$ cat src/design/mvt_pkg.sv
// ----------------------------------------------------------------------------
// mvt_pkg: shared types and helpers for the matrix vector transform
// Element, vector and matrix types, operating modes, lane control and the
// 32-bit saturation used by the merge stage.
// ----------------------------------------------------------------------------
package mvt_pkg;

   localparam int FRAC_BITS_DEFAULT = 16;
   localparam int DIM    = 4;
   localparam int ELEM_W = 32;
   localparam int PROD_W = 2 * ELEM_W;
   localparam int PAIR_W = PROD_W + 1;
   localparam int SUM_W  = PROD_W + 2;

   typedef logic signed [ELEM_W-1:0] elem_type;
   typedef logic signed [PROD_W-1:0] prod_type;
   typedef logic signed [PAIR_W-1:0] pair_type;
   typedef logic signed [SUM_W-1:0]  sum_type;

   typedef elem_type vec4_type [DIM];
   typedef vec4_type mat_type [DIM];
   typedef pair_type pair2_type [2];

   typedef enum logic [1:0] {
      MODE_LOAD   = 2'd0,
      MODE_XFORM  = 2'd1,
      MODE_INVERT = 2'd2
   } mode_type;

   typedef struct packed {
      logic adv1;   // capture products
      logic adv2;   // capture pair sums
   } lane_ctrl_type;

   localparam sum_type ELEM_MAX = {{(SUM_W-ELEM_W+1){1'b0}}, {(ELEM_W-1){1'b1}}};
   localparam sum_type ELEM_MIN = {{(SUM_W-ELEM_W+1){1'b1}}, {(ELEM_W-1){1'b0}}};

   function automatic elem_type sat32(input sum_type v);
      elem_type r;
      if (v > ELEM_MAX) begin
         r = ELEM_MAX[ELEM_W-1:0];
      end else if (v < ELEM_MIN) begin
         r = ELEM_MIN[ELEM_W-1:0];
      end else begin
         r = v[ELEM_W-1:0];
      end
      return r;
   endfunction

endpackage

$ cat src/design/mvt_merge.sv
// ----------------------------------------------------------------------------
// mvt_merge: lane merge stage
// Finishes each lane's dot product, floor-shifts and saturates it, and
// registers the result item; also yields the negated row for quick invert.
// ----------------------------------------------------------------------------
module mvt_merge #(
   parameter int FRAC_BITS = mvt_pkg::FRAC_BITS_DEFAULT
) (
   input  logic               clock,
   input  logic               capture,
   input  mvt_pkg::pair2_type lane_pair [mvt_pkg::DIM],
   output mvt_pkg::vec4_type  res_ff,
   output mvt_pkg::vec4_type  inv_row
);

   mvt_pkg::sum_type  total [mvt_pkg::DIM];
   mvt_pkg::sum_type  shifted [mvt_pkg::DIM];
   mvt_pkg::vec4_type res_in;

   always_comb begin
      for (int c = 0; c < mvt_pkg::DIM; c++) begin
         total[c]   = mvt_pkg::SUM_W'(lane_pair[c][0]) + mvt_pkg::SUM_W'(lane_pair[c][1]);
         shifted[c] = total[c] >>> FRAC_BITS;
         res_in[c]  = mvt_pkg::sat32(shifted[c]);
         inv_row[c] = mvt_pkg::sat32(-shifted[c]);
      end
   end

   always_ff @(posedge clock) begin
      if (capture) begin
         res_ff <= res_in;
      end
   end

endmodule

$ cat config.mk
export PLATFORM = sky130hd
export DESIGN_NAME = mvt_merge
export DESIGN_NICKNAME = d
export VERILOG_FILES = /design/src/design/mvt_pkg.sv /design/src/design/mvt_merge.sv
export SDC_FILE = /design/constraint.sdc
export NUM_CORES = 1
export LEC_CHECK = 0
export BUFFER_PORTS_ARGS = -buffer_cell sky130_fd_sc_hd__buf_2
export CORE_MARGIN = 2
export CORE_UTILIZATION = 30
export DETAILED_ROUTE_END_ITERATION = 8
export SKIP_CTS_REPAIR_TIMING = 1
export SYNTH_ARGS = -nofsm -noshare
export SYNTH_HDL_FRONTEND = slang
export SYNTH_SLANG_ARGS = --single-unit
$ cat constraint.sdc
create_clock -name clock -period 14.4 [get_ports clock]
set_input_delay 2.16 -clock clock [delete_from_list [all_inputs] [get_ports clock]]
set_output_delay 2.16 -clock clock [all_outputs]
set_load 0.01 [all_outputs]
==> summary.txt <==
Run status
  • Outcome: finished, final reports clean

Routing
  • DRC Markers: 0
  • WL/cell: 21.60 um
  • WL final: 125.9 mm
  • Antenna viol nets, final: 0
  • DRT iter0 DRCs: 3221
  • Routed vias: 34480
  • First drt pass iteration count: 6
  • Via/cell ratio: 5.917

Worst hold path
  • Worst Hold End: res_ff[55]
  • Hold depth: 1
  • Hold WC Path Type: in2reg
  • Hold_sp: capture

Worst setup path
  • Worst-path cell chain: buf_2 > ha_1 > nand4_1 > nor4_1 > nand2_1 > o221ai_1 > o31ai_2 > o41ai_1 > xor2_1 > or4_1 > nor3_1 > nand4_1 > nand2b_1 > o311ai_0 > o2111ai_1 > o21ai_2 > o311ai_0 > buf_2
  • Startpoint types: primary input
  • CP Data Required Time: 12.24 ns
  • CP Capture Type: output pin
  • Setup CP Type: in2out
  • Slowest cell on crit path: o21ai_2
  • Max Fanout on Critical Path: 29
  • CP peak stage delay: 1.01 ns
  • Critical Path AT: 9.81 ns

Pwr
  • Logic pwr share: 0.655
  • Clk pwr share: 0.164
  • Seq pwr share: 0.181
  • Leak: 13.71 nW
  • Switch share: 0.5039
  • Peak supply drop: 60.95 uV
  • PD cells: a little over 80 mW/mm^2
  • P_sw: 1.380 mW
  • Cell internal pwr: roughly 1.4 mW

Clock network
  • Root buf cell: clkbuf_16
  • Clock-pin slew on the worst setup and hold paths: 0.06 ns
  • Clock Sinks: 128
  • Clock tree buffer depth: 2
  • H-tree Lvls: 4
  • CTS tree: built
  • Number of CTS-inserted buffers: 17

STA
  • Setup ws final: 2.429 ns
  • Fin. Hold Viols: 0
  • Tcrit/Tclk final: 0.8313
  • Slew headroom: 0.07548
  • Endpoints failing setup: 0
  • Min cycle time layout: 11.97 ns
  • Slew Limit Fails: 0
  • Slew @ Worst Pin: between 1 and 1.5 ns
  • Setup TNS: 0 ns
  • RSZ-0062 raised after global routing: no
  • Peak Freq: ~84 MHz

Finish
  • Nets: 5346
  • Most flop-heavy register: res_ff
  • Area Overhead vs Synth: 19.33%
  • Share of cells above drive strength 1: 0.2067
  • Largest regs: res_ff x128
  • Number of flip-flops under the largest register name: approximately 130

Yosys
  • Synth area leader: edfxtp_1
  • Syn Inst Count: 3942
  • Top FF cell, synth: edfxtp_1
  • Top post-synthesis cells by area: edfxtp_1, ha_1, a21oi_1, o21ai_0, nand2_1
  • Synthesized area per cell: 7.151 um^2
  • Post-synth EDFFs: ~130
  • Async set or reset register ratio after synthesis: 0
  • Commonest cells in the netlist: nand2_1, a21oi_1, o21ai_0
  • Synth Register Bits: 128
  • Mapped Nets: ~4700
  • Yosys top cell area share: 0.1363
  • Synth cell types: 108
  • Cell with the most instances after synthesis: nand2_1
  • Synth Warn #: 0
  • Synthesized area: 0.02819 mm^2
  • Post-synthesis sequential area ratio: 0.1363

GRT
  • GR Util All Layers: 0.2489
  • Global route overflow: 0
  • Global-route wire length before repair: 192.2 mm
  • Initial antenna violation count: 3
  • Vias in the first global route: 32700
  • Largest net degree at the start of global routing: 76

Floorplanning
  • Die Wd: 310.5 um
  • I/O pin count: ~800
  • DIE AREA: 0.09644 mm^2
  • Starting Density: 0.3025
  • Core box area: between 0.09 and 0.1 mm^2
  • Die H: 310.5 um
  • Row cnt: 112

Placed design
  • Dpl hpwl: about 110 mm
  • IO buf count: 777
  • Gpl congestion: 1.013
  • Worst slack at placement: 2.726 ns

Flow run
  • Max-cap viol count: 0
[metrics by stage]
stage | hold slack [ns] | cell area (um^2) | power [mW] | instances | utilization
2_1_floorplan | 2.273 | 28190 | 1.610 | 3942 | -
3_3_place_gp | 2.573 | 33060 | 2.257 | 5795 | 0.3548
3_5_place_dp | 2.575 | 33060 | 2.252 | 5795 | 0.3548
4_1_cts | 2.213 | 33630 | 2.715 | 5825 | 0.3609
5_1_grt | 2.244 | 33630 | 2.905 | 5825 | 0.3609
6_report | 2.226 | 33640 | 2.738 | 5828 | 0.3610
[area by class of cell]
cell class                      count  area, um^2
Antenna cell                        3       7.507
Clock buffer                       18       429.2
Clock inverter                     12       145.1
Fill cell                       10110       59550
Inverter                          102       382.9
Multi-Input combinational cell   3512       23200
Sequential cell                   128        3844
Tap cell                         1254        1569
Timing Repair Buffer              799        4060
[placed cells by master, fill, tap and decap left out, types with 27 or more instances in the layout]
master    Yosys  layout
edfxtp_1    128     128
or3_1        43      43
o31ai_1      33      32
o21ai_0     346     345
a211oi_1     40      40
and3_1       48      48
nand4_1     166     166
xnor2_1     164     164
and4_1       29      29
a31oi_1      54      50
inv_1       102     102
o21a_1       69      69
ha_1        264     264
a21oi_1     357     356
o21ai_2      27      28
nor2_1      301     300
nand2_1     406     406
nand2b_1     37      37
o21bai_1     31      31
and2_1       52      52
xor2_1      120     120
buf_2        17     776
nor4_1       53      52
or2_2        27      27
o211ai_1     86      86
nand3_1     110     110
a21o_1      104     104
nor3_1      114     114
[power by group through the flow]
| stage | Combinational (mW) | Sequential (mW) | Clock [mW] |
|---|---|---|---|
| floorplan | 1.09 | 0.522 | 0 |
| global placement | 1.75 | 0.503 | 0 |
| detailed placement | 1.75 | 0.504 | 0 |
| CTS | 1.76 | 0.497 | 0.462 |
| global route | 1.93 | 0.500 | 0.474 |
| finish | 1.79 | 0.496 | 0.448 |
[worst max-delay path by stage]
stage,from,end,slack [ns],cells past startpoint
after floorplan,lane_pair[413],inv_row[118],5.20,19
after global placement,lane_pair[477],inv_row[118],2.73,18
after detailed placement,lane_pair[477],inv_row[118],2.73,18
after CTS,lane_pair[478],inv_row[118],2.71,18
after global routing,lane_pair[479],inv_row[118],2.02,18
final,lane_pair[477],inv_row[118],2.43,18
[critical path, delay by kind of cell]
| family | cells | cell delay [ns] |
|---|---|---|
| compound gates | 7 | 3.17 |
| xor+xnor | 1 | 0.29 |
| fa+ha+maj | 1 | 0.44 |
| buf+inv | 2 | 0.41 |
| simple gates | 7 | 3.33 |
[layer usage]
layer	routed length (um)	share of wire	global-route usage
met3	8548	0.068	0.03211
met1	54190	0.43	0.3264
met2	59140	0.47	0.4194
met4	3998	0.032	0.08297
met5	25	0.00020	0
[cell families (layout without fill, tap and decap cells)]
family	Yosys count	in the layout	synth area share
xor+xnor	284	284	0.08823
buf+inv	302	931	0.04256
mux	23	23	0.008388
simple gates	1507	1507	0.2752
other cells	0	3	0
compound gates	1433	1433	0.3317
fa+ha+maj	265	265	0.1175
flops	128	128	0.1363
Power figures use the tool's default switching activity.
