`src/design/mvt_pkg.sv`:
```
// ----------------------------------------------------------------------------
// mvt_pkg: shared types and helpers for the matrix vector transform
// Element, vector and matrix types, operating modes, lane control and the
// 32-bit saturation used by the merge stage.
// ----------------------------------------------------------------------------
package mvt_pkg;

   localparam int FRAC_BITS_DEFAULT = 16;
   localparam int DIM    = 4;
   localparam int ELEM_W = 32;
   localparam int PROD_W = 2 * ELEM_W;
   localparam int PAIR_W = PROD_W + 1;
   localparam int SUM_W  = PROD_W + 2;

   typedef logic signed [ELEM_W-1:0] elem_type;
   typedef logic signed [PROD_W-1:0] prod_type;
   typedef logic signed [PAIR_W-1:0] pair_type;
   typedef logic signed [SUM_W-1:0]  sum_type;

   typedef elem_type vec4_type [DIM];
   typedef vec4_type mat_type [DIM];
   typedef pair_type pair2_type [2];

   typedef enum logic [1:0] {
      MODE_LOAD   = 2'd0,
      MODE_XFORM  = 2'd1,
      MODE_INVERT = 2'd2
   } mode_type;

   typedef struct packed {
      logic adv1;   // capture products
      logic adv2;   // capture pair sums
   } lane_ctrl_type;

   localparam sum_type ELEM_MAX = {{(SUM_W-ELEM_W+1){1'b0}}, {(ELEM_W-1){1'b1}}};
   localparam sum_type ELEM_MIN = {{(SUM_W-ELEM_W+1){1'b1}}, {(ELEM_W-1){1'b0}}};

   function automatic elem_type sat32(input sum_type v);
      elem_type r;
      if (v > ELEM_MAX) begin
         r = ELEM_MAX[ELEM_W-1:0];
      end else if (v < ELEM_MIN) begin
         r = ELEM_MIN[ELEM_W-1:0];
      end else begin
         r = v[ELEM_W-1:0];
      end
      return r;
   endfunction

endpackage

```
`src/design/mvt_matrix.sv`:
```
// ----------------------------------------------------------------------------
// mvt_matrix: held 4x4 matrix
// Row-major store, identity after reset; row load and quick-invert commit.
// ----------------------------------------------------------------------------
module mvt_matrix #(
   parameter int FRAC_BITS = mvt_pkg::FRAC_BITS_DEFAULT
) (
   input  logic              clock,
   input  logic              reset,
   input  logic              load_en,
   input  logic [1:0]        load_row,
   input  mvt_pkg::vec4_type load_vec,
   input  logic              commit,
   input  mvt_pkg::vec4_type inv_row,
   output mvt_pkg::mat_type  mat_ff
);

   localparam mvt_pkg::elem_type UNIT = mvt_pkg::elem_type'(1) << FRAC_BITS;

   mvt_pkg::mat_type inv_mat;

   always_comb begin
      for (int r = 0; r < mvt_pkg::DIM - 1; r++) begin
         for (int c = 0; c < mvt_pkg::DIM - 1; c++) begin
            inv_mat[r][c] = mat_ff[c][r];
         end
         inv_mat[r][mvt_pkg::DIM-1] = '0;
         inv_mat[mvt_pkg::DIM-1][r] = inv_row[r];
      end
      inv_mat[mvt_pkg::DIM-1][mvt_pkg::DIM-1] = UNIT;
   end

   always_ff @(posedge clock) begin
      if (reset) begin
         for (int r = 0; r < mvt_pkg::DIM; r++) begin
            for (int c = 0; c < mvt_pkg::DIM; c++) begin
               mat_ff[r][c] <= (r == c) ? UNIT : '0;
            end
         end
      end else if (commit) begin
         mat_ff <= inv_mat;
      end else if (load_en) begin
         mat_ff[load_row] <= load_vec;
      end
   end

endmodule

```
`config.mk`:
```
export PLATFORM = sky130hd
export DESIGN_NAME = mvt_matrix
export DESIGN_NICKNAME = d
export VERILOG_FILES = /design/src/design/mvt_pkg.sv /design/src/design/mvt_matrix.sv
export SDC_FILE = /design/constraint.sdc
export NUM_CORES = 1
export LEC_CHECK = 0
export BUFFER_PORTS_ARGS = -buffer_cell sky130_fd_sc_hd__buf_2
export CAP_MARGIN = 10
export CELL_PAD_IN_SITES_DETAIL_PLACEMENT = 0
export CELL_PAD_IN_SITES_GLOBAL_PLACEMENT = 1
export CORE_AREA = 4 4 295 297
export CTS_CLUSTER_SIZE = 14
export DETAILED_ROUTE_END_ITERATION = 8
export DIE_AREA = 0 0 299 301
export PLACE_DENSITY = 0.74
export SYNTH_ARGS = -nofsm -noshare
export SYNTH_HDL_FRONTEND = slang
export SYNTH_SLANG_ARGS = --single-unit
```
`constraint.sdc`:
```
create_clock -name clock -period 1.35 [get_ports clock]
set_input_delay 0.2025 -clock clock [delete_from_list [all_inputs] [get_ports clock]]
set_output_delay 0.2025 -clock clock [all_outputs]
set_load 0.05 [all_outputs]
```
==> flow_metrics.tcl, run 1 <==
set metrics [dict create \
    fin_cells 4995 \
    final_common_cell "nand2_1" \
    powerDensity_nw_per_um2 1120 \
    cts_tree "yes" \
    grt_setup_unrepaired "true" \
    overflow 0 \
    drc 0 \
    cp-end-kind "output port" \
    syn-num-nets 2859 \
    dieArea_sq_um 90000 \
    cp_max_fo 2 \
    slowest_delay_ps 380 \
    drt-wirelength-per-cell_um 23.6 \
    clock_latency_ps 620 \
    dp_slack_ps -272 \
    p_leak_nw 15.9 \
    vias 24595 \
    drive_above_1_share_pct 46.7 \
    place.detailed.hpwl_mm 82.5 \
    netlist_instances 2597 \
    critPathSlowestCell "dfxtp_4" \
    viasPerCell 4.92 \
    min_period_over_period_pct 100 \
    die_h_um 301 \
    syn_area_sq_um 20600 \
    worstPathCellList "buf_8" \
    grt_pass1_wl_mm 165 \
    antenna_left 0 \
    pin_count 774 \
    hp-class "input port to flop" \
    startpoint_type "flop" \
    antenna_found_initial 10 \
    whs_ps 55.3 \
    cp.arrival_ps 1150 \
    rows 107 \
    fill_cells 7810 \
    cp_top_family "flip-flops" \
    tightest_slew_ps 514 \
    utilization_pct 45.8 \
    path_clk_slew_ps 60 \
    final_cell_mix "nand2_1, dfxtp_2, buf_8" \
    h-tree-depth 2 \
    final.setup.tns_ps -3.68 \
    worst-setup-path-type "flop to output port" \
    worstPathRequired_ps 1150 \
    violations "negative setup slack" \
    numCtsBuffers 60 \
    finalSetupViolations 1 \
    syn_to_final_growth_pct 88.7 \
    grt_pass1_vias 24032 \
    gp_routability_congestion 0.838 \
    grt.total_usage_pct 24.4 \
    maxSlewHeadroom_pct 65.7 \
    top_register "mat_ff" \
    skew_ps 10.5 \
    ys_ff_latch 512 \
    core-area_sq_um 84600 \
    first_pass_iters 7 \
    port_buffers 741 \
    dp_cells 4396 \
    hold_violations 0 \
    ys_seq_area_share_pct 49.9 \
    cts_buffer_depth 3 \
    max_clock_freq_mhz 739 \
    ys_warn_count 0 \
    cts.sinks 512 \
    ir_drop_v 0.000740 \
    timing.final.ws_setup_ps -3.68 \
    grt_max_degree 79 \
    ctsRootBufferMaster "clkbuf_16" \
    critPathBufInv 1 \
    fin_nets 4062 \
    max_cap_viol_count 0 \
    period_minus_slack_ps 1350 \
    status "finished, violations left" \
    routed_wirelength_mm 118 \
    largest_register_ff_count 512 \
    slew_violations 0 \
    ys_types 28 \
    die_w_um 299 \
    syn_area_per_cell_sq_um 7.92 \
    drt_iter0_drc 2058 \
    start_util_pct 24.3 \
    top_regs "mat_ff x512" \
]
[through the flow]
step,cell area [sq um],total power (W)
2_1_floorplan,20600,0.0211
3_3_place_gp,26600,0.0242
3_5_place_dp,26600,0.0242
4_1_cts,37800,0.0435
5_1_grt,38800,0.0449
6_report,38800,0.0435
[logic make-up (layout without fill, tap and decap cells)]
group                  after synthesis  count (layout)  synth area share [%]
and+or+nand+nor                    947             947                  20.2
AOI/OAI and AO/OA                  668             668                  20.7
DFF                                512             512                  49.9
buffers and inverters              470            1720                  9.32
other                                0               4                     0
[final cells by class]
cell class / count / area [sq um] / share of cell area [%]
diodes: 4 / 10.0 / 0.0258
multi-input cells: 1615 / 8460 / 21.8
well taps: 1144 / 1430 / 3.69
clock inverters: 23 / 220 / 0.568
clock buffers: 86 / 1740 / 4.49
inverters: 224 / 841 / 2.17
flip-flops and latches: 512 / 11000 / 28.5
repair buffers: 1387 / 15000 / 38.8
[routing by layer]
metal,share of wire [%],track usage [%]
met1,38,28.5
met2,49,42.2
met3,9.5,7.59
met4,4.0,8.71
met5,0.038,0
[what timing repair did]
action / in CTS / in global routing
setup endpoints to repair: 512 / 491
setup buffers: 180 / 85
hold endpoints to repair: 358 / 0
gates resized for setup: 2031 / 102
hold buffers: 221 / 0
[cells in the mapped netlist]
cell type / number / share of area, %
a21oi_1: 444 / 11
a221oi_1: 214 / 9.1
a221oi_2: 10 / 0.73
and3_1: 1 / 0.030
and3b_1: 2 / 0.085
and4bb_2: 1 / 0.061
buf_1: 2 / 0.037
buf_2: 82 / 2.0
buf_4: 11 / 0.40
buf_6: 1 / 0.055
clkbuf_1: 150 / 2.7
dfxtp_1: 512 / 50
inv_1: 224 / 4.1
nand2_1: 668 / 12
nand3_1: 1 / 0.024
nand3b_1: 4 / 0.15
nand4bb_1: 2 / 0.11
nor2_1: 2 / 0.037
nor2b_1: 64 / 1.9
nor3_1: 131 / 3.2
nor3_2: 1 / 0.049
nor3b_4: 1 / 0.091
nor4_1: 64 / 1.9
nor4b_2: 1 / 0.073
nor4bb_1: 1 / 0.049
or2_2: 1 / 0.030
or3b_2: 1 / 0.043
or4b_1: 1 / 0.049
[where the power goes]
part	switching (W)	internal, W
Combinational	0.00602	0.00435
Clock	0.00692	0.00949
Sequential	0.000742	0.0159
Total	0.0137	0.0298
[path summary, 6_finish.rpt]
check	depth (start not counted)	slack (ps)	startpoint	to
hold / removal	3	60	reset	mat_ff[318]$_SDFFE_PP0P_
setup reg to reg	3	60	mat_ff[38]$_SDFFE_PP0P_	mat_ff[38]$_SDFFE_PP0P_
hold reg to reg	2	460	mat_ff[495]$_SDFFE_PP0P_	mat_ff[495]$_SDFFE_PP0P_
setup / recovery	1	-4	mat_ff[64]$_SDFFE_PP0P_	mat_ff[64]
Note: power is estimated with default switching activity, not from simulation.
==> inputs of run 2 (changes only) <==
- CTS_BUF_LIST: default -> sky130_fd_sc_hd__clkbuf_8
- SLEW_MARGIN: default -> 40
==> flow_metrics.tcl, run 2 (synthesized netlist as in run 1, its figures left out) <==
set metrics [dict create \
    p_seq_share_pct 39.0 \
    critPathSlowestCell "dlygate4sd3_1" \
    die_h_um 301 \
    viasPerCell 4.97 \
    gp_routability_congestion 0.838 \
    p_sw_share_pct 33.1 \
    antenna_left 0 \
    tightest_slew_ps 940 \
    min_period_over_period_pct 110 \
    fin_cells 5163 \
    net-switching-power_w 0.0142 \
    violations "negative setup slack" \
    regArea_sq_um 11000 \
    grt_util_met1_pct 28.8 \
    period_minus_slack_ps 1490 \
    top_regs "mat_ff x512" \
    grt_pass1_wl_mm 170 \
    largest_register_ff_count 512 \
    critPathBufInv 6 \
    fill_cells 7675 \
    drive_above_1_share_pct 47.4 \
    rows 107 \
    grt_max_degree 79 \
    max_clock_freq_mhz 673 \
    slowest_delay_ps 590 \
    worstPathCellList "clkbuf_4, buf_6, and3_4, buf_12, buf_4, buf_12, nor3_1, nor4_1, dlygate4sd3_1" \
    use_met3_pct 8.96 \
    intPower_w 0.0287 \
    path_clk_slew_ps 50 \
    drt-wirelength-per-cell_um 24.5 \
    p_leak_nw 16.8 \
    cts_buffer_depth 3 \
    fin_nets 4209 \
    min_from "reset" \
    grt.total_usage_pct 25.3 \
    place.detailed.hpwl_mm 82.5 \
    worst-setup-path-type "input port to flop" \
    cts.sinks 512 \
    overflow 0 \
    ff2ff_path_depth 4 \
    utilization_pct 47.5 \
    hold_violations 0 \
    drt_iter0_drc 2143 \
    pin_count 774 \
    drc 0 \
    hp-class "input port to flop" \
    max_cap_viol_count 0 \
    dieArea_sq_um 90000 \
    worstReg2RegStart "mat_ff[90]$_SDFFE_PP0P_" \
    dp_cells 4396 \
    die_w_um 299 \
    min_to "mat_ff[106]$_SDFFE_PP0P_" \
    maxSlewHeadroom_pct 37.1 \
    final_cell_mix "nand2_1, buf_8, dfxtp_2" \
    powerDensity_nw_per_um2 1070 \
    startpoint_type "input port" \
    cp_max_fo 10 \
    ir_drop_v 0.000790 \
    antenna_found_initial 7 \
    reg2reg_slack_ps -60 \
    numCtsBuffers 95 \
    start_util_pct 24.3 \
    timing.final.ws_setup_ps -136 \
    final_common_cell "nand2_1" \
    multiInputGateArea_sq_um 8610 \
    cp-end-kind "flop" \
    whs_path_depth 3 \
    status "finished, violations left" \
    syn_to_final_growth_pct 95.6 \
    port_buffers 741 \
    whs_ps 35.6 \
    cp_top_family "buffers and inverters" \
    r2r-end "mat_ff[90]$_SDFFE_PP0P_" \
    slew_violations 0 \
    grt_pass1_vias 25030 \
    crit_top_cell "buf_12" \
    p_clk_share_pct 35.5 \
    final.setup.tns_ps -26880 \
    dp_slack_ps -272 \
    cts_tree "yes" \
    grt.met2_usage_pct 42.3 \
    top_register "mat_ff" \
    clock_latency_ps 720 \
    busiest_layer "met2" \
    h-tree-depth 3 \
    p_comb_share_pct 25.5 \
    routed_wirelength_mm 126 \
    skew_ps 26.2 \
    first_pass_iters 5 \
    ctsRootBufferMaster "clkbuf_8" \
    worstPathRequired_ps 1960 \
    cp.arrival_ps 2090 \
    finalSetupViolations 559 \
    grt_setup_unrepaired "true" \
    core-area_sq_um 84600 \
    vias 25640 \
]
run 2: worst max path at each step:
stage                                         from                  endpoint  slack [ps]  depth (start not counted)
after global routing       mat_ff[37]$_SDFFE_PP0P_                mat_ff[37]        -200                          1
after global placement                 load_row[1]  mat_ff[496]$_SDFFE_PP1P_        -270                          5
after floorplan                        load_row[0]  mat_ff[395]$_SDFFE_PP0P_         -10                          6
final                                  load_row[0]  mat_ff[121]$_SDFFE_PP0P_        -140                          9
after CTS                 mat_ff[253]$_SDFFE_PP0P_               mat_ff[253]        -200                          1
after detailed placement               load_row[1]   mat_ff[98]$_SDFFE_PP0P_        -270                          6
run 2: cell type report:
| class | instances | area share [%] |
|---|---|---|
| Antenna cell | 3 | 0.0187 |
| Clock buffer | 111 | 3.80 |
| Clock inverter | 55 | 0.859 |
| Inverter | 224 | 2.09 |
| Multi-Input combinational cell | 1615 | 21.4 |
| Sequential cell | 512 | 27.5 |
| Tap cell | 1144 | 3.56 |
| Timing Repair Buffer | 1499 | 40.8 |
run 2: routing by layer:
metal / wire length [um] / vias up
met2: 59300 / 1414
li1: - / 11575
met4: 7200 / 4
met5: 21 / -
met1: 47100 / 12278
met3: 12700 / 369
run 2: tightest hold or removal path: cells and delay by family:
kind / cells / cell delay [ps]
buffers and inverters: 2 / 360
and+or+nand+nor: 1 / 80
run 2: timing repair:
item                                     CTS  global route
setup buffers                            183           115
endpoints found under the hold margin    476             5
pin swaps                                  0            53
hold buffers                             322             3
gates resized for setup                 2087           109
gates cloned                               0            12
endpoints found under the setup margin   512           593
run 2: power groups by stage:
stage / logic [W] / clock network (W) / registers [W]
floorplan: 0.00201 / 0 / 0.0191
global placement: 0.00753 / 0 / 0.0166
detailed placement: 0.00755 / 0 / 0.0167
CTS: 0.0104 / 0.0156 / 0.0167
global route: 0.0114 / 0.0162 / 0.0168
finish: 0.0109 / 0.0152 / 0.0167
run 2: per-stage QoR:
step	total power (W)	cell area (sq um)
after global routing	0.0444	40200
after global placement	0.0242	26600
after CTS	0.0426	38900
after detailed placement	0.0242	26600
final	0.0429	40200
after floorplan	0.0211	20600
